<file path="config.mk">
export PLATFORM = sky130hd
export DESIGN_NAME = pmmkm_queue
export DESIGN_NICKNAME = d
export VERILOG_FILES = /design/src/design/pmmkm_pkg.sv /design/src/design/pmmkm_queue.sv
export SDC_FILE = /design/constraint.sdc
export NUM_CORES = 1
export LEC_CHECK = 0
export BUFFER_PORTS_ARGS = -buffer_cell sky130_fd_sc_hd__buf_2
export CAP_MARGIN = 10
export CORE_UTILIZATION = 55
export CTS_CLUSTER_SIZE = 14
export DETAILED_ROUTE_END_ITERATION = 10
export PLACE_DENSITY = 0.74
export SETUP_SLACK_MARGIN = 0.5
export SLEW_MARGIN = 20
export SYNTH_ARGS = -nofsm -noshare
export SYNTH_HDL_FRONTEND = slang
export SYNTH_SLANG_ARGS = --single-unit
</file>
<file path="constraint.sdc">
create_clock -name i_clk -period 2.2 [get_ports i_clk]
set_input_delay 0.44 -clock i_clk [delete_from_list [all_inputs] [get_ports i_clk]]
set_output_delay 0.44 -clock i_clk [all_outputs]
set_load 0.02 [all_outputs]
</file>
<file path="src/design/pmmkm_pkg.sv">
// Shared types and constants of the periodic mesh material key map.
package pmmkm_pkg;

    localparam int MAX_UNIQUE_NODES_DEF = 65536;
    localparam int SLOT_BITS_DEF        = 8;

    localparam int NY_W    = 13;  // nodes per column
    localparam int UNQ_W   = 17;  // unique node count
    localparam int DOF_W   = 2;
    localparam int IDX_W   = 18;
    localparam int MAT_W   = 8;
    localparam int OFS_W   = 18;
    localparam int KEY_W   = 32;
    localparam int KIND_W  = 2;
    localparam int NODE_W  = 20;  // widest raw corner node
    localparam int DVS_W   = 17;  // divisor width of the shared divider
    localparam int QDEPTH  = 4;   // op queue between front and back

    localparam logic [KIND_W-1:0] KIND_CLEAR = 2'd0;
    localparam logic [KIND_W-1:0] KIND_ADD   = 2'd1;
    localparam logic [KIND_W-1:0] KIND_READ  = 2'd2;
    localparam logic [KIND_W-1:0] KIND_MAP   = 2'd3;

    localparam logic [1:0] REG_NY   = 2'd0;
    localparam logic [1:0] REG_UNQ  = 2'd1;
    localparam logic [1:0] REG_DOFS = 2'd2;

    typedef struct packed {
        logic              start;
        logic [NODE_W-1:0] dividend;
        logic [DVS_W-1:0]  divisor;
    } t_div_req;

    typedef struct packed {
        logic              done;
        logic [NODE_W-1:0] quo;
        logic [DVS_W-1:0]  rem;
    } t_div_rsp;

endpackage

</file>
<file path="src/design/pmmkm_queue.sv">
// Small register queue carrying table ops from front to back.
module pmmkm_queue #(
    parameter int WIDTH = 8
) (
    input  logic             i_clk,
    input  logic             i_rst_n,
    input  logic             i_push,
    input  logic [WIDTH-1:0] i_data,
    input  logic             i_pop,
    output logic             o_full,
    output logic             o_empty,
    output logic [WIDTH-1:0] o_data
);
    localparam int D  = pmmkm_pkg::QDEPTH;
    localparam int PW = $clog2(D);

    logic [WIDTH-1:0] r_buf [D];
    logic [PW-1:0]    r_wptr;
    logic [PW-1:0]    r_rptr;
    logic [PW:0]      r_cnt;
    logic             do_push;
    logic             do_pop;

    assign o_full  = (r_cnt == (PW+1)'(D));
    assign o_empty = (r_cnt == '0);
    assign do_push = i_push && !o_full;
    assign do_pop  = i_pop && !o_empty;
    assign o_data  = r_buf[r_rptr];

    always_ff @(posedge i_clk) begin
        if (do_push) begin
            r_buf[r_wptr] <= i_data;
        end
    end

    always_ff @(posedge i_clk) begin
        if (!i_rst_n) begin
            r_wptr <= '0;
            r_rptr <= '0;
            r_cnt  <= '0;
        end else begin
            if (do_push) r_wptr <= r_wptr + 1'b1;
            if (do_pop)  r_rptr <= r_rptr + 1'b1;
            if (do_push && !do_pop)      r_cnt <= r_cnt + 1'b1;
            else if (do_pop && !do_push) r_cnt <= r_cnt - 1'b1;
        end
    end
endmodule

</file>
---- Yosys cells after proc, flatten, opt, wreduce, memory -nomap -nowiden ----
Memory sizes are Yosys's and may differ from the RTL's. A register that Yosys moved wholly into a read port is not among the register bits.
Cells that the tools add are included.
operators by class
  muxes and demuxes ....................... 6
  equality and inequality tests ........... 1
  reductions and logical operators ........ 10
  $add $sub $neg .......................... 4
operators by type and width
  cell                   number
  $mux W3                2
  $add A2 B1 Y2 const B  2
  $logic_and A1 B1 Y1    4
  $logic_not A1 Y1       4
  $mux W2                2
  $add A3 B1 Y3 const B  1
  $eq A3 B3 Y1 const B   1
  $logic_not A3 Y1       1
  $sub A3 B1 Y3 const B  1
  $mux W1                2
  $reduce_bool A2 Y1     1
storage, ports and cells
  output and inout port bits .............. 10
  word-level logic and storage cells ...... 25
  memories ................................ 1
  bits in writable memories ............... 32
  register bits ........................... 7
memories
  memory  depth  bits a word  rd ports  clocked after memory_dff  wr ports  RTL line           source
  r_buf   4      8            1         1                         1         pmmkm_queue.sv:17  logic [WIDTH-1:0] r_buf [D];

---- Longest topological paths before layout ----
Gate-level depths: netlist of run 1.
  depth after elaboration ................. 7
  gate-level depth with buffers ........... 9

---- Worst setup path after synthesis of run 1 ----
Ideal clock, no wire load.
  kind .................................... reg-to-reg
  start ................................... reg r_cnt[0]
  end ..................................... reg r_cnt[2]
  stages on the path, launching flop included .. 10
  data arrival time ....................... 2000 ps
  required time ........................... 2130 ps
  period minus slack after synthesis ...... 2070 ps
  slack ................................... 130 ps
  path buffers ............................ 1
  setup time .............................. 70 ps
  path through ............................ dfxtp_1 -> nor3b_2 -> nor2b_1 -> buf_6 -> ha_1 -> inv_1 -> fa_1 -> xor2_1 -> or3_1 -> a21boi_1
between the ends
  longest elaborated chain between the ends .. 6
  elaborated cells between the ends (all ways) .. 15
  classes of those cells .................. add/sub: 2; eq/ne: 1; mux: 2; reduce/logical: 10
ends and longest elaborated chain
  item                                 RTL line           source
  start, declared                      pmmkm_queue.sv:20  logic [PW:0] r_cnt;
  start signal, assigned               pmmkm_queue.sv:44  if (do_push && !do_pop) r_cnt <= r_cnt + 1'b1;
  start signal, assigned               pmmkm_queue.sv:45  else if (do_pop && !do_push) r_cnt <= r_cnt - 1'b1;
  $eq A3 B3 Y1 *                       pmmkm_queue.sv:24  assign o_full = (r_cnt == (PW+1)'(D));
  named net o_full                     pmmkm_queue.sv:10  output logic o_full,
  $logic_not A1 Y1 *                   pmmkm_queue.sv:26  assign do_push = i_push && !o_full;
  $logic_and A1 B1 Y1 *                pmmkm_queue.sv:26
  named net do_push                    pmmkm_queue.sv:21  logic do_push;
  $logic_not A1 Y1                     pmmkm_queue.sv:45
  $logic_and A1 B1 Y1                  pmmkm_queue.sv:45
  $reduce_bool A2 Y1 (no source line)  --
Mark *: on every way through the listed nets, which the timed path passes. The rest lies on a longest branch. The select of a mux whose other input is x is not followed.
A chain may end at the register's enable or synchronous reset.

==> metrics.txt, run 1 <==
# TYPE chip_impl_metric gauge
chip_impl_info{name="run_status",value="complete, no violations"} 1
chip_impl_metric{name="total_of_endpoints_with_negative_setup_slack_in_the_final_report",unit=""} 0
chip_impl_info{name="holdCritPathClass",value="primary input to flop"} 1
chip_impl_metric{name="worst_r2r_path_depth",unit=""} 7
chip_impl_metric{name="post-route-period-util",unit="%"} 88.1
chip_impl_info{name="tritoncts",value="built"} 1
chip_impl_metric{name="layout.core_utilization",unit="%"} 70.9
chip_impl_metric{name="io_buffers",unit=""} 21
chip_impl_metric{name="cts-buffers-inserted",unit=""} 5
chip_impl_metric{name="power.density",unit="nW/um2"} 1220
chip_impl_metric{name="areaGrowthSynthToFinish",unit="%"} 20.2
chip_impl_info{name="root_buffer",value="clkbuf_4"} 1
chip_impl_metric{name="synth.distinct_cells",unit=""} 23
chip_impl_metric{name="routed-via-count",unit=""} 827
chip_impl_metric{name="timing_worst_slew_pin_value",unit="ns"} 0.432
chip_impl_metric{name="grt_start_max_net_pins",unit=""} 14
chip_impl_metric{name="pint",unit="W"} 0.00172
chip_impl_info{name="regToRegEndpoint",value="r_cnt[2]"} 1
chip_impl_metric{name="ctsHoldBuffers",unit=""} 0
chip_impl_metric{name="syn-instance-count",unit=""} 90
chip_impl_metric{name="synthesis.area",unit="um2"} 1640
chip_impl_metric{name="peak_ir_drop_on_the_vdd_network",unit="uV"} 933
chip_impl_metric{name="preCtsSetupSlack",unit="ns"} 0.193
chip_impl_metric{name="worst_slack",unit="ns"} 0.261
chip_impl_metric{name="routed_wire_length_per_instance",unit="um"} 16.3
chip_impl_metric{name="total_leakage_power",unit="nW"} 0.717
chip_impl_metric{name="comb_power_share",unit="%"} 31.5
chip_impl_metric{name="fp.coreArea",unit="um2"} 2780
chip_impl_metric{name="viasPerCell",unit=""} 5.51
chip_impl_metric{name="antenna_violations_before_repair",unit=""} 0
chip_impl_metric{name="clock_tree.htree_level_count",unit=""} 2
chip_impl_metric{name="clock_insertion_delay_worst_skew",unit="ns"} 0.35
chip_impl_info{name="netlist.top_cell.by_area",value="edfxtp_1"} 1
chip_impl_info{name="r2r-start",value="r_cnt[1]"} 1
chip_impl_metric{name="hold_path_depth",unit=""} 1
chip_impl_metric{name="pin_count",unit=""} 22
chip_impl_metric{name="cts.clk_slew.worst_paths",unit="ns"} 0.13
chip_impl_metric{name="finalMaxSlewViolations",unit=""} 0
chip_impl_info{name="worst_hold_startpoint",value="i_data[5]"} 1
chip_impl_metric{name="share_of_post_route_cells_with_drive_strength_above_1",unit="%"} 43.7
chip_impl_metric{name="postSynthAreaPerCell",unit="um2"} 18.2
chip_impl_info{name="worstSetupPathType",value="flop to primary output"} 1
chip_impl_metric{name="synth-seq-area-share",unit="%"} 69.6
chip_impl_metric{name="r2r_setup_slk",unit="ns"} 0.29
chip_impl_metric{name="fill_cells",unit=""} 181
chip_impl_metric{name="timing.critical_path.fanout_max",unit=""} 5
chip_impl_metric{name="groute.usage.overall",unit="%"} 17.4
chip_impl_metric{name="post-synth-top-area-fraction",unit="%"} 58.6
chip_impl_metric{name="drc",unit=""} 0
chip_impl_metric{name="detailed_place_hpwl",unit="um"} 1650
chip_impl_metric{name="floorplan.die_area",unit="um2"} 3200
chip_impl_metric{name="share_seq_of_total_power",unit="%"} 43.8
chip_impl_info{name="synth.top_cells.by_area",value="edfxtp_1 59%, dfxtp_1 11%, mux4_2 11%"} 1
chip_impl_metric{name="core.rowCount",unit=""} 19
chip_impl_metric{name="synth.yosys.warnings",unit=""} 0
chip_impl_info{name="layout.cells.most_common_list",value="32 x edfxtp_1, 16 x buf_2, 8 x mux4_2"} 1
chip_impl_metric{name="grt_overflow_total",unit=""} 0
chip_impl_metric{name="place.gp.congestion",unit=""} 0.708
chip_impl_metric{name="num_antenna_cells",unit=""} 0
chip_impl_metric{name="max_freq",unit="MHz"} 516
chip_impl_metric{name="finalHoldViolations",unit=""} 0
chip_impl_metric{name="setup-tns-final",unit="ns"} 0
chip_impl_metric{name="maxCapViolations",unit=""} 0
chip_impl_metric{name="clk_path_buf_depth",unit=""} 2
chip_impl_metric{name="critical_path_required",unit="ns"} 1.76
chip_impl_info{name="setup.worst_path.start_class",value="flop"} 1
chip_impl_info{name="hold_path_end",value="r_buf[0][5]"} 1
chip_impl_metric{name="initial_core_util",unit="%"} 58.9
chip_impl_metric{name="net-switching-power",unit="W"} 0.000689
chip_impl_metric{name="placedCellCount",unit=""} 141
chip_impl_metric{name="worst_path_largest_cell_delay",unit="ns"} 0.51
chip_impl_metric{name="ys_seq_elements",unit=""} 41
chip_impl_metric{name="regArea",unit="um2"} 1150
chip_impl_metric{name="chipHeight",unit="um"} 56.6
chip_impl_metric{name="via_count_of_the_first_global_routing_pass",unit=""} 824
chip_impl_metric{name="firstDrtPassIters",unit=""} 4
chip_impl_metric{name="postRouteWirelength",unit="um"} 2440
chip_impl_metric{name="critPathArrivalTime",unit="ns"} 1.50
chip_impl_metric{name="drt-initial-drc-count",unit=""} 21
chip_impl_info{name="timing.critical_path.mode_cell",value="buf_6"} 1
chip_impl_metric{name="skew",unit="ns"} 0.0122
chip_impl_info{name="critical-path-slowest-cell",value="mux4_2"} 1
chip_impl_metric{name="fin_cells",unit=""} 150
chip_impl_metric{name="path_buf_inv",unit=""} 2
chip_impl_info{name="setup.worst_path.end_class",value="primary output"} 1
chip_impl_metric{name="switching_share",unit="%"} 28.6
chip_impl_info{name="rsz0062_at_grt",value="true"} 1
chip_impl_info{name="critical_path.top_delay_family",value="multiplexers"} 1
chip_impl_metric{name="grt_first_pass_wirelength",unit="um"} 3790
chip_impl_metric{name="multi_input_area",unit="um2"} 497
chip_impl_metric{name="final_antenna_net_count",unit=""} 0
chip_impl_metric{name="dieWidth",unit="um"} 56.6
chip_impl_info{name="final_common_cell",value="edfxtp_1"} 1
chip_impl_metric{name="slew-limit-headroom",unit="%"} 71.2
chip_impl_metric{name="final_period_minus_worst_setup_slack",unit="ns"} 1.94
chip_impl_info{name="worstPathCellList",value="buf_6 > mux4_2 > buf_6"} 1
chip_impl_metric{name="cts_num_sinks",unit=""} 41
chip_impl_metric{name="share_clk_of_total_power",unit="%"} 24.7
chip_impl_metric{name="design.final.nets",unit=""} 136
chip_impl_metric{name="number_of_nets_in_the_synthesized_netlist",unit=""} 108
registers in the layout, indices dropped and copies added (netlist names), named ones only:
signal and cells:
r_buf 32, r_wptr 2, r_cnt 3, r_rptr 2
cells by family (layout without fill, tap and decap cells):
kind of cell	count (synthesis)	in the layout	synth area share [%]
AOI/OAI and AO/OA	4	4	2.06
xor gates and xnor gates	4	4	2.14
adders and majority gates	6	6	5.04
buffers and inverters	7	36	2.14
DFF	41	41	69.6
muxes	11	11	12.8
and+or+nand+nor	17	17	6.18
stage by stage:
| stage | area (um2) | total power [W] | hold slack [ns] |
|---|---|---|---|
| floorplan | 1670 | 0.00155 | 0.468 |
| global placement | 1810 | 0.00172 | 0.483 |
| detailed placement | 1810 | 0.00175 | 0.497 |
| CTS | 1960 | 0.00242 | 0.283 |
| global route | 1970 | 0.00252 | 0.284 |
| finish | 1970 | 0.00241 | 0.294 |
layer usage:
metal / share of wire, % / routed length [um] / global-route usage (%) / up-vias
li1: - / - / - / 391
met1: 41 / 991 / 18.0 / 412
met2: 54 / 1320 / 29.6 / 20
met3: 4.1 / 100 / 5.07 / 4
met4: 1.5 / 36 / 12.9 / 0
met5: 0 / 0 / 0 / -
layout make-up:
cell class,count,area share (%)
sequential,41,58.4
multi-input combinational,42,25.2
timing repair buffer,25,8.63
clock inverter,3,3.30
tap,31,1.97
clock buffer,5,1.90
inverter,3,0.571
how the worst max path moves through the flow:
stage / from / end / slack [ns] / cells past startpoint
CTS: flop / o_data[3] / 0.24 / 3
finish: flop / o_data[3] / 0.26 / 3
detailed placement: i_push / r_cnt[2] / 0.19 / 8
global route: flop / o_data[5] / 0.19 / 3
floorplan: r_cnt[2] / r_cnt[2] / 0.33 / 9
global placement: i_push / r_cnt[2] / 0.27 / 8
power groups by stage:
| stage | Combinational [W] | Clock, W | Sequential (W) |
|---|---|---|---|
| after detailed placement | 0.000684 | 0 | 0.00106 |
| final | 0.000758 | 0.000594 | 0.00105 |
| after global routing | 0.000818 | 0.000633 | 0.00107 |
| after CTS | 0.000758 | 0.000604 | 0.00106 |
| after floorplan | 0.000516 | 0 | 0.00103 |
| after global placement | 0.000663 | 0 | 0.00106 |
cell usage after synthesis:
| cell | n |
|---|---|
| mux4_2 | 8 |
| buf_1 | 1 |
| a21boi_1 | 1 |
| nor3_1 | 1 |
| and2_1 | 8 |
| buf_6 | 1 |
| or3_1 | 1 |
| fa_1 | 1 |
| xor2_1 | 1 |
| nor3b_2 | 1 |
| xnor2_1 | 3 |
| mux2i_1 | 3 |
| edfxtp_1 | 32 |
| dfxtp_1 | 9 |
| o21ai_0 | 1 |
| nand2_1 | 4 |
| inv_1 | 3 |
| nor2b_1 | 2 |
| o31ai_2 | 1 |
| clkbuf_1 | 1 |
| o311ai_1 | 1 |
| buf_2 | 1 |
| ha_1 | 5 |
what timing repair did:
action | in CTS | in global routing
setup buffers | 0 | 1
resized for setup | 14 | 2
pin swaps | 1 | 1
hold endpoints to repair | 0 | 0
setup endpoints to repair | 28 | 19
No activity file was read; power rests on OpenSTA's default activity.
==> run 2: changes to the inputs <==
--- a/config.mk
+++ b/config.mk
@@ -5,12 +5,14 @@
 export SDC_FILE = /design/constraint.sdc
 export NUM_CORES = 1
 export LEC_CHECK = 0
+export ABC_AREA = 1
 export BUFFER_PORTS_ARGS = -buffer_cell sky130_fd_sc_hd__buf_2
 export CAP_MARGIN = 10
 export CORE_UTILIZATION = 55
 export CTS_CLUSTER_SIZE = 14
 export DETAILED_ROUTE_END_ITERATION = 10
-export PLACE_DENSITY = 0.74
+export GPL_ROUTABILITY_DRIVEN = 0
+export PLACE_DENSITY = 0.76
 export SETUP_SLACK_MARGIN = 0.5
 export SLEW_MARGIN = 20
 export SYNTH_ARGS = -nofsm -noshare
==> run 2 against run 1 <==
  * The flow now finishes with violations (DRC)
  * Final cell count rose by 47%
  * Fmax grew 10%
  * Sequential share of layout area fell by 4.7 points
  * First-iteration DRC count grew 43%
  * Clock-buffer cell count up 1
  * Final area up 9.3%
  * Combinational power increased by 39%
  * Critical path depth increased by 1
==> metrics.txt, run 2 <==
# TYPE chip_impl_metric gauge
chip_impl_info{name="r2r-start",value="r_cnt[0]"} 1
chip_impl_metric{name="comb_power_share",unit="%"} 42.1
chip_impl_metric{name="postRouteWirelength",unit="um"} 3260
chip_impl_metric{name="io_buffers",unit=""} 21
chip_impl_metric{name="fill_cells",unit=""} 175
chip_impl_info{name="tritoncts",value="built"} 1
chip_impl_metric{name="ys_seq_elements",unit=""} 41
chip_impl_metric{name="ctsHoldBuffers",unit=""} 0
chip_impl_metric{name="final_period_minus_worst_setup_slack",unit="ns"} 1.75
chip_impl_info{name="netlist.top_cell.by_area",value="edfxtp_1"} 1
chip_impl_metric{name="critical_path_required",unit="ns"} 1.76
chip_impl_metric{name="worst_r2r_path_depth",unit=""} 9
chip_impl_metric{name="largest_reg_flops",unit=""} 32
chip_impl_metric{name="chipHeight",unit="um"} 57.4
chip_impl_info{name="run_status",value="finished with violations"} 1
chip_impl_info{name="setup.worst_path.start_class",value="flop"} 1
chip_impl_metric{name="critPathArrivalTime",unit="ns"} 1.31
chip_impl_metric{name="finalHoldViolations",unit=""} 0
chip_impl_metric{name="antenna_violations_before_repair",unit=""} 0
chip_impl_metric{name="drt-initial-drc-count",unit=""} 30
chip_impl_metric{name="initial_core_util",unit="%"} 59.6
chip_impl_metric{name="num_antenna_cells",unit=""} 0
chip_impl_metric{name="cts_num_sinks",unit=""} 41
chip_impl_metric{name="clock_insertion_delay_worst_skew",unit="ns"} 0.36
chip_impl_metric{name="finalMaxSlewViolations",unit=""} 0
chip_impl_metric{name="maxCapViolations",unit=""} 0
chip_impl_info{name="synth_most_common_cell",value="edfxtp_1"} 1
chip_impl_metric{name="postLayoutCellArea",unit="um2"} 2150
chip_impl_metric{name="peak_ir_drop_on_the_vdd_network",unit="uV"} 877
chip_impl_metric{name="synth_compound_area_share",unit="%"} 9.58
chip_impl_metric{name="synth-seq-area-share",unit="%"} 67.7
chip_impl_info{name="violations_in_the_final_reports",value="DRC"} 1
chip_impl_metric{name="post_dp_cell_area",unit="um2"} 1840
chip_impl_metric{name="routed_wire_length_per_instance",unit="um"} 14.7
chip_impl_metric{name="synth_xor_xnor_area_share",unit="%"} 0.520
chip_impl_metric{name="routed-via-count",unit=""} 1173
chip_impl_metric{name="skew",unit="ns"} 0.0190
chip_impl_info{name="synth.top_cells.by_area",value="edfxtp_1 57%, dfxtp_1 11%, nor2_1 6.7%"} 1
chip_impl_metric{name="number_of_nets_in_the_synthesized_netlist",unit=""} 164
chip_impl_metric{name="slew-limit-headroom",unit="%"} 87.4
chip_impl_info{name="layout.cells.most_common_list",value="32 x edfxtp_1, 28 x nor2_1, 20 x buf_4"} 1
chip_impl_metric{name="timing.critical_path.fanout_max",unit=""} 6
chip_impl_metric{name="share_seq_of_total_power",unit="%"} 42.0
chip_impl_metric{name="timing_worst_slew_pin_value",unit="ns"} 0.189
chip_impl_metric{name="syn-instance-count",unit=""} 146
chip_impl_info{name="setup.worst_path.end_class",value="primary output"} 1
chip_impl_metric{name="design.final.nets",unit=""} 207
chip_impl_metric{name="r2r_setup_slk",unit="ns"} 0.47
chip_impl_info{name="synth_top_family_by_area",value="simple AND/OR/NAND/NOR gates"} 1
chip_impl_metric{name="layout.core_utilization",unit="%"} 76.2
chip_impl_metric{name="switching_share",unit="%"} 36.3
chip_impl_metric{name="via_count_of_the_first_global_routing_pass",unit=""} 1123
chip_impl_info{name="root_buffer",value="clkbuf_4"} 1
chip_impl_metric{name="pint",unit="W"} 0.00159
chip_impl_metric{name="core.rowCount",unit=""} 19
chip_impl_metric{name="max_freq",unit="MHz"} 570
chip_impl_info{name="worstSetupEndpoint",value="o_data[0]"} 1
chip_impl_metric{name="setup-tns-final",unit="ns"} 0
chip_impl_metric{name="dieWidth",unit="um"} 57.4
chip_impl_info{name="rsz0062_at_grt",value="true"} 1
chip_impl_metric{name="synthesis.area",unit="um2"} 1690
chip_impl_info{name="top_register",value="r_buf"} 1
chip_impl_metric{name="share_of_post_route_cells_with_drive_strength_above_1",unit="%"} 40.5
chip_impl_metric{name="firstDrtPassIters",unit=""} 7
chip_impl_metric{name="grt_overflow_total",unit=""} 0
chip_impl_metric{name="post-synth-top-area-fraction",unit="%"} 57.0
chip_impl_metric{name="total_power",unit="W"} 0.00250
chip_impl_metric{name="cts-buffers-inserted",unit=""} 5
chip_impl_metric{name="clock_tree.htree_level_count",unit=""} 2
chip_impl_info{name="synth_flop_type",value="edfxtp_1"} 1
chip_impl_metric{name="viasPerCell",unit=""} 5.31
chip_impl_metric{name="final_antenna_net_count",unit=""} 0
chip_impl_metric{name="synth-simple-area-share",unit="%"} 12.0
chip_impl_metric{name="share_clk_of_total_power",unit="%"} 15.9
chip_impl_metric{name="ys_async_sr_fraction",unit="%"} 0
chip_impl_metric{name="yosys-mux-area-fraction",unit="%"} 0
chip_impl_metric{name="areaGrowthSynthToFinish",unit="%"} 27.8
chip_impl_info{name="final_common_cell",value="edfxtp_1"} 1
chip_impl_metric{name="synth.yosys.warnings",unit=""} 0
chip_impl_info{name="worstSetupPathType",value="flop to primary output"} 1
chip_impl_metric{name="clk_path_buf_depth",unit=""} 2
chip_impl_metric{name="pin_count",unit=""} 22
chip_impl_metric{name="number_of_enable_type_register_cells_in_the_synthesized_netlist",unit=""} 32
chip_impl_metric{name="grt_first_pass_wirelength",unit="um"} 5150
chip_impl_metric{name="cts.clk_slew.worst_paths",unit="ns"} 0.13
chip_impl_metric{name="grt_start_max_net_pins",unit=""} 17
chip_impl_info{name="most_instantiated_cells_after_synthesis",value="32 x edfxtp_1, 30 x nor2_1, 17 x inv_1"} 1
chip_impl_metric{name="total_of_endpoints_with_negative_setup_slack_in_the_final_report",unit=""} 0
chip_impl_metric{name="synth.distinct_cells",unit=""} 18
chip_impl_metric{name="post-route-period-util",unit="%"} 79.8
chip_impl_info{name="regToRegEndpoint",value="r_cnt[1]"} 1
chip_impl_metric{name="net-switching-power",unit="W"} 0.000907
chip_impl_metric{name="detailed_place_hpwl",unit="um"} 1980
chip_impl_metric{name="groute.usage.overall",unit="%"} 21.8
chip_impl_metric{name="floorplan.die_area",unit="um2"} 3290
chip_impl_metric{name="power.density",unit="nW/um2"} 1160
chip_impl_metric{name="postSynthAreaPerCell",unit="um2"} 11.5
chip_impl_metric{name="drc",unit=""} 1
chip_impl_info{name="holdCritPathClass",value="primary input to flop"} 1
chip_impl_metric{name="fp.coreArea",unit="um2"} 2830
chip_impl_metric{name="total_leakage_power",unit="nW"} 0.876
chip_impl_metric{name="post_synth_fa_ha_maj_area_fraction",unit="%"} 4.90
chip_impl_info{name="largestRegisters",value="r_buf: 32 flops, r_cnt: 3 flops"} 1
==> run 2: cell count changes in the layout (fill, tap and decap cells not counted), sizes merged, moves of 4 or more <==
cell and change:
nand2 +11, nor2 +30, o22ai +8, mux4 -8, o21ai +16, inv +15, nand3 +4, buf +13
and2 -8
==> run 2: worst min-delay path by stage <==
stage | startpoint | endpoint | slack, ns | cells past startpoint
after floorplan | r_rptr[1] | flop | 0.46 | 2
after global placement | r_rptr[1] | r_rptr[1] | 0.49 | 2
after detailed placement | r_rptr[1] | r_rptr[1] | 0.50 | 2
after CTS | i_data[6] | r_buf[1][6] | 0.28 | 1
after global routing | i_data[0] | r_buf[0][0] | 0.29 | 1
final | i_data[6] | r_buf[2][6] | 0.29 | 1
==> run 2: what timing repair did <==
action                     4_1_cts  5_1_grt
hold endpoints to repair         0        0
gates cloned                     1        0
setup endpoints to repair       11       11
setup buffers                    5        6
gates resized for setup         39       28
pin swaps                       12       11
==> run 2: power groups by stage <==
stage	clock network [W]	registers, W	logic (W)
after floorplan	0	0.00102	0.000509
after global placement	0	0.00103	0.000666
after detailed placement	0	0.00104	0.000700
after CTS	0.000406	0.00105	0.000863
after global routing	0.000428	0.00106	0.00115
final	0.000396	0.00105	0.00105
==> run 2: layer usage <==
layer	track usage (%)	vias to the layer above	routed length [um]
li1	-	583	-
met3	6.58	8	120
met5	0	-	0
met4	12.2	0	70
met1	24.5	555	1310
met2	37.0	27	1750
==> run 2: worst max-delay path: stages (launching register included) <==
cell	delay, ns
dfxtp_4	0.43
buf_6	0.15
o21ai_2	0.05
o22ai_1	0.16
buf_4	0.16
==> run 2: cells by family after synthesis <==
group,count (synthesis)
xor gates and xnor gates,1
and+or+nand+nor,50
adders and majority gates,6
AOI/OAI and AO/OA,28
DFF,41
buffers and inverters,20
==> run 2: final cells by class <==
cell class,count,area [um2],area share [%]
clock inverters,2,13.8,0.639
repair buffers,38,278,12.9
multi-input cells,85,541,25.1
flip-flops and latches,41,1160,53.7
inverters,18,75.1,3.48
well taps,31,38.8,1.80
clock buffers,6,51.3,2.38
==> run 2: metrics by stage <==
step / hold slack [ns] / setup WS (ns) / instances
after floorplan: 0.464 / 0.507 / 146
after global placement: 0.487 / 0.439 / 201
after detailed placement: 0.499 / 0.327 / 201
after CTS: 0.276 / 0.412 / 215
after global routing: 0.286 / 0.382 / 221
final: 0.288 / 0.445 / 221
==> run 3: changes to the inputs <==
--- a/config.mk
+++ b/config.mk
@@ -8,11 +8,11 @@
 export ABC_AREA = 1
 export BUFFER_PORTS_ARGS = -buffer_cell sky130_fd_sc_hd__buf_2
 export CAP_MARGIN = 10
-export CORE_UTILIZATION = 55
+export CORE_UTILIZATION = 50
 export CTS_CLUSTER_SIZE = 14
 export DETAILED_ROUTE_END_ITERATION = 10
 export GPL_ROUTABILITY_DRIVEN = 0
-export PLACE_DENSITY = 0.76
+export PLACE_DENSITY = 0.73
 export SETUP_SLACK_MARGIN = 0.5
 export SLEW_MARGIN = 20
 export SYNTH_ARGS = -nofsm -noshare
==> constraint.sdc (replaced) <==
create_clock -name i_clk -period 1.5 [get_ports i_clk]
set_input_delay 0.3 -clock i_clk [delete_from_list [all_inputs] [get_ports i_clk]]
set_output_delay 0.3 -clock i_clk [all_outputs]
set_load 0.02 [all_outputs]
==> run 3 against run 2 <==
  * The run ends with setup timing left
  * Clock-buffer cell count up 2
  * Sequential share of layout area down 8.8 points
  * Sequential power up 51%
  * Clock power up 27%
  * Final area up 20%
  * First-iteration DRC count up 13%
  * Final cell count up 11%
  * Critical endpoint is now r_cnt[1]
  * Largest cell class unchanged
  * Highest routed layer unchanged
==> metrics.txt, run 3 (synthesis results as in run 2) <==
# TYPE chip_impl_metric gauge
chip_impl_metric{name="floorplan.die_area",unit="um2"} 3610
chip_impl_info{name="rsz0062_at_grt",value="true"} 1
chip_impl_metric{name="cts-buffers-inserted",unit=""} 5
chip_impl_metric{name="dieWidth",unit="um"} 60.1
chip_impl_metric{name="worst_slack",unit="ns"} -0.164
chip_impl_metric{name="fill_cells",unit=""} 167
chip_impl_metric{name="groute.usage.overall",unit="%"} 25.0
chip_impl_info{name="critical-path-slowest-cell",value="fa_2"} 1
chip_impl_metric{name="drt-initial-drc-count",unit=""} 34
chip_impl_metric{name="total_leakage_power",unit="nW"} 0.975
chip_impl_metric{name="worst_path_largest_cell_delay",unit="ns"} 0.42
chip_impl_metric{name="design.final.nets",unit=""} 219
chip_impl_metric{name="ctsHoldBuffers",unit=""} 0
chip_impl_metric{name="pin_count",unit=""} 22
chip_impl_info{name="worstPathCellList",value="nor2_4 > nand2_2 > nand2_2 > inv_2 > ha_4 > inv_2 > fa_2 > o21ai_1 > nor2_1"} 1
chip_impl_info{name="holdCritPathClass",value="primary input to flop"} 1
chip_impl_metric{name="slew-limit-headroom",unit="%"} 80.0
chip_impl_metric{name="post-route-period-util",unit="%"} 111
chip_impl_metric{name="multi_input_area",unit="um2"} 790
chip_impl_metric{name="fp.coreArea",unit="um2"} 3130
chip_impl_metric{name="total_of_endpoints_with_negative_setup_slack_in_the_final_report",unit=""} 12
chip_impl_info{name="layout.cells.most_common_list",value="32 x edfxtp_1, 23 x buf_6, 17 x nor2_4"} 1
chip_impl_info{name="largestRegisters",value="r_buf: 32 flops, r_cnt: 3 flops"} 1
chip_impl_metric{name="via_count_of_the_first_global_routing_pass",unit=""} 1387
chip_impl_metric{name="areaGrowthSynthToFinish",unit="%"} 52.9
chip_impl_metric{name="regArea",unit="um2"} 1160
chip_impl_metric{name="final_antenna_net_count",unit=""} 0
chip_impl_metric{name="path_buf_inv",unit=""} 2
chip_impl_metric{name="clock_insertion_delay_worst_skew",unit="ns"} 0.34
chip_impl_metric{name="detailed_place_hpwl",unit="um"} 2380
chip_impl_info{name="worstSetupPathType",value="flop to flop"} 1
chip_impl_info{name="violations_in_the_final_reports",value="setup timing"} 1
chip_impl_metric{name="timing.critical_path.fanout_max",unit=""} 2
chip_impl_metric{name="cts_num_sinks",unit=""} 41
chip_impl_metric{name="antenna_violations_before_repair",unit=""} 0
chip_impl_metric{name="firstDrtPassIters",unit=""} 4
chip_impl_metric{name="power.density",unit="nW/um2"} 1660
chip_impl_metric{name="core.rowCount",unit=""} 20
chip_impl_metric{name="share_of_post_route_cells_with_drive_strength_above_1",unit="%"} 57.9
chip_impl_info{name="tritoncts",value="built"} 1
chip_impl_metric{name="finalHoldViolations",unit=""} 0
chip_impl_metric{name="io_buffers",unit=""} 21
chip_impl_metric{name="routed-via-count",unit=""} 1269
chip_impl_metric{name="peak_ir_drop_on_the_vdd_network",unit="uV"} 1010
chip_impl_metric{name="critPathArrivalTime",unit="ns"} 1.91
chip_impl_metric{name="grt_first_pass_wirelength",unit="um"} 6260
chip_impl_metric{name="max_freq",unit="MHz"} 601
chip_impl_metric{name="chipHeight",unit="um"} 60.1
chip_impl_info{name="cp-startpoint",value="r_cnt[0]"} 1
chip_impl_info{name="r2r-start",value="r_cnt[0]"} 1
chip_impl_info{name="top_register",value="r_buf"} 1
chip_impl_metric{name="finalMaxSlewViolations",unit=""} 0
chip_impl_metric{name="initial_core_util",unit="%"} 53.9
chip_impl_metric{name="critical_path_required",unit="ns"} 1.75
chip_impl_metric{name="viasPerCell",unit=""} 5.16
chip_impl_metric{name="setup-tns-final",unit="ns"} -1.37
chip_impl_metric{name="largest_reg_flops",unit=""} 32
chip_impl_info{name="run_status",value="finished with violations"} 1
chip_impl_metric{name="clock_tree.htree_level_count",unit=""} 2
chip_impl_metric{name="cts.clk_slew.worst_paths",unit="ns"} 0.11
chip_impl_metric{name="drc",unit=""} 0
chip_impl_info{name="critical_path.top_delay_family",value="adder cells"} 1
chip_impl_metric{name="postRouteWirelength",unit="um"} 4090
chip_impl_metric{name="num_antenna_cells",unit=""} 0
chip_impl_metric{name="grt_start_max_net_pins",unit=""} 15
chip_impl_info{name="setup.worst_path.end_class",value="flop"} 1
chip_impl_info{name="final_common_cell",value="edfxtp_1"} 1
chip_impl_metric{name="finalHoldWorstSlack",unit="ns"} 0.178
chip_impl_info{name="worst_hold_startpoint",value="i_data[1]"} 1
chip_impl_metric{name="clk_path_buf_depth",unit=""} 2
chip_impl_metric{name="final_period_minus_worst_setup_slack",unit="ns"} 1.66
chip_impl_metric{name="maxCapViolations",unit=""} 0
chip_impl_metric{name="skew",unit="ns"} 0.0126
chip_impl_metric{name="timing_worst_slew_pin_value",unit="ns"} 0.298
chip_impl_info{name="setup.worst_path.start_class",value="flop"} 1
chip_impl_metric{name="grt_overflow_total",unit=""} 0
chip_impl_metric{name="routed_wire_length_per_instance",unit="um"} 16.6
chip_impl_info{name="root_buffer",value="clkbuf_4"} 1
[run 3: final timing paths]
check | slack (ns) | end | depth (start not counted)
worst max-delay path | -0.16 | r_cnt[1] | 9
worst min register to register | 0.52 | flop | 2
worst min-delay path | 0.18 | r_buf[0][1] | 1
worst max register to register | -0.16 | r_cnt[1] | 9
[run 3: metal layers]
metal | track usage (%) | wire length, um | up-vias | part of all wire, %
li1 | - | - | 611 | -
met1 | 25.9 | 1600 | 622 | 39
met2 | 47.5 | 2310 | 27 | 56
met3 | 5.19 | 109 | 9 | 2.7
met4 | 11.6 | 74 | 0 | 1.8
met5 | 0 | 0 | - | 0
[run 3: worst register-to-register path: cells and delay by family, from the launching register on]
family                     cells  cell delay (ns)
AOI/OAI and AO/OA              1             0.13
buffers and inverters          2             0.12
adders and majority gates      2             0.58
DFF                            1             0.37
and+or+nand+nor                4             0.37
[run 3: what timing repair did]
| action | CTS | global route |
|---|---|---|
| setup buffers | 14 | 0 |
| gates resized for setup | 73 | 18 |
| endpoints found under the setup margin | 51 | 51 |
| pin swaps | 13 | 5 |
[run 3: metrics by stage]
stage	setup slack, ns	power [W]	utilization [%]	instance area (um2)	instances
floorplan	-0.0984	0.00261	-	1890	146
CTS	-0.153	0.00414	80.4	2510	246
global route	-0.216	0.00451	82.4	2580	246
finish	-0.164	0.00429	82.4	2580	246
detailed placement	-0.0849	0.00305	68.3	2140	224
global placement	-0.0290	0.00297	68.3	2140	224
[run 3: cell type report]
class / instances / share of cell area, %
timing repair buffer: 50 / 17.4
sequential: 41 / 44.9
tap: 44 / 2.14
multi-input combinational: 85 / 30.6
clock buffer: 8 / 1.89
inverter: 18 / 3.01
[run 3: power by group]
group          internal (W)  total (W)  leakage, nW  switching, W
Combinational       0.00108    0.00220        0.578       0.00112
Clock              0.000187   0.000504       0.0265      0.000317
Sequential          0.00142    0.00159        0.370      0.000170
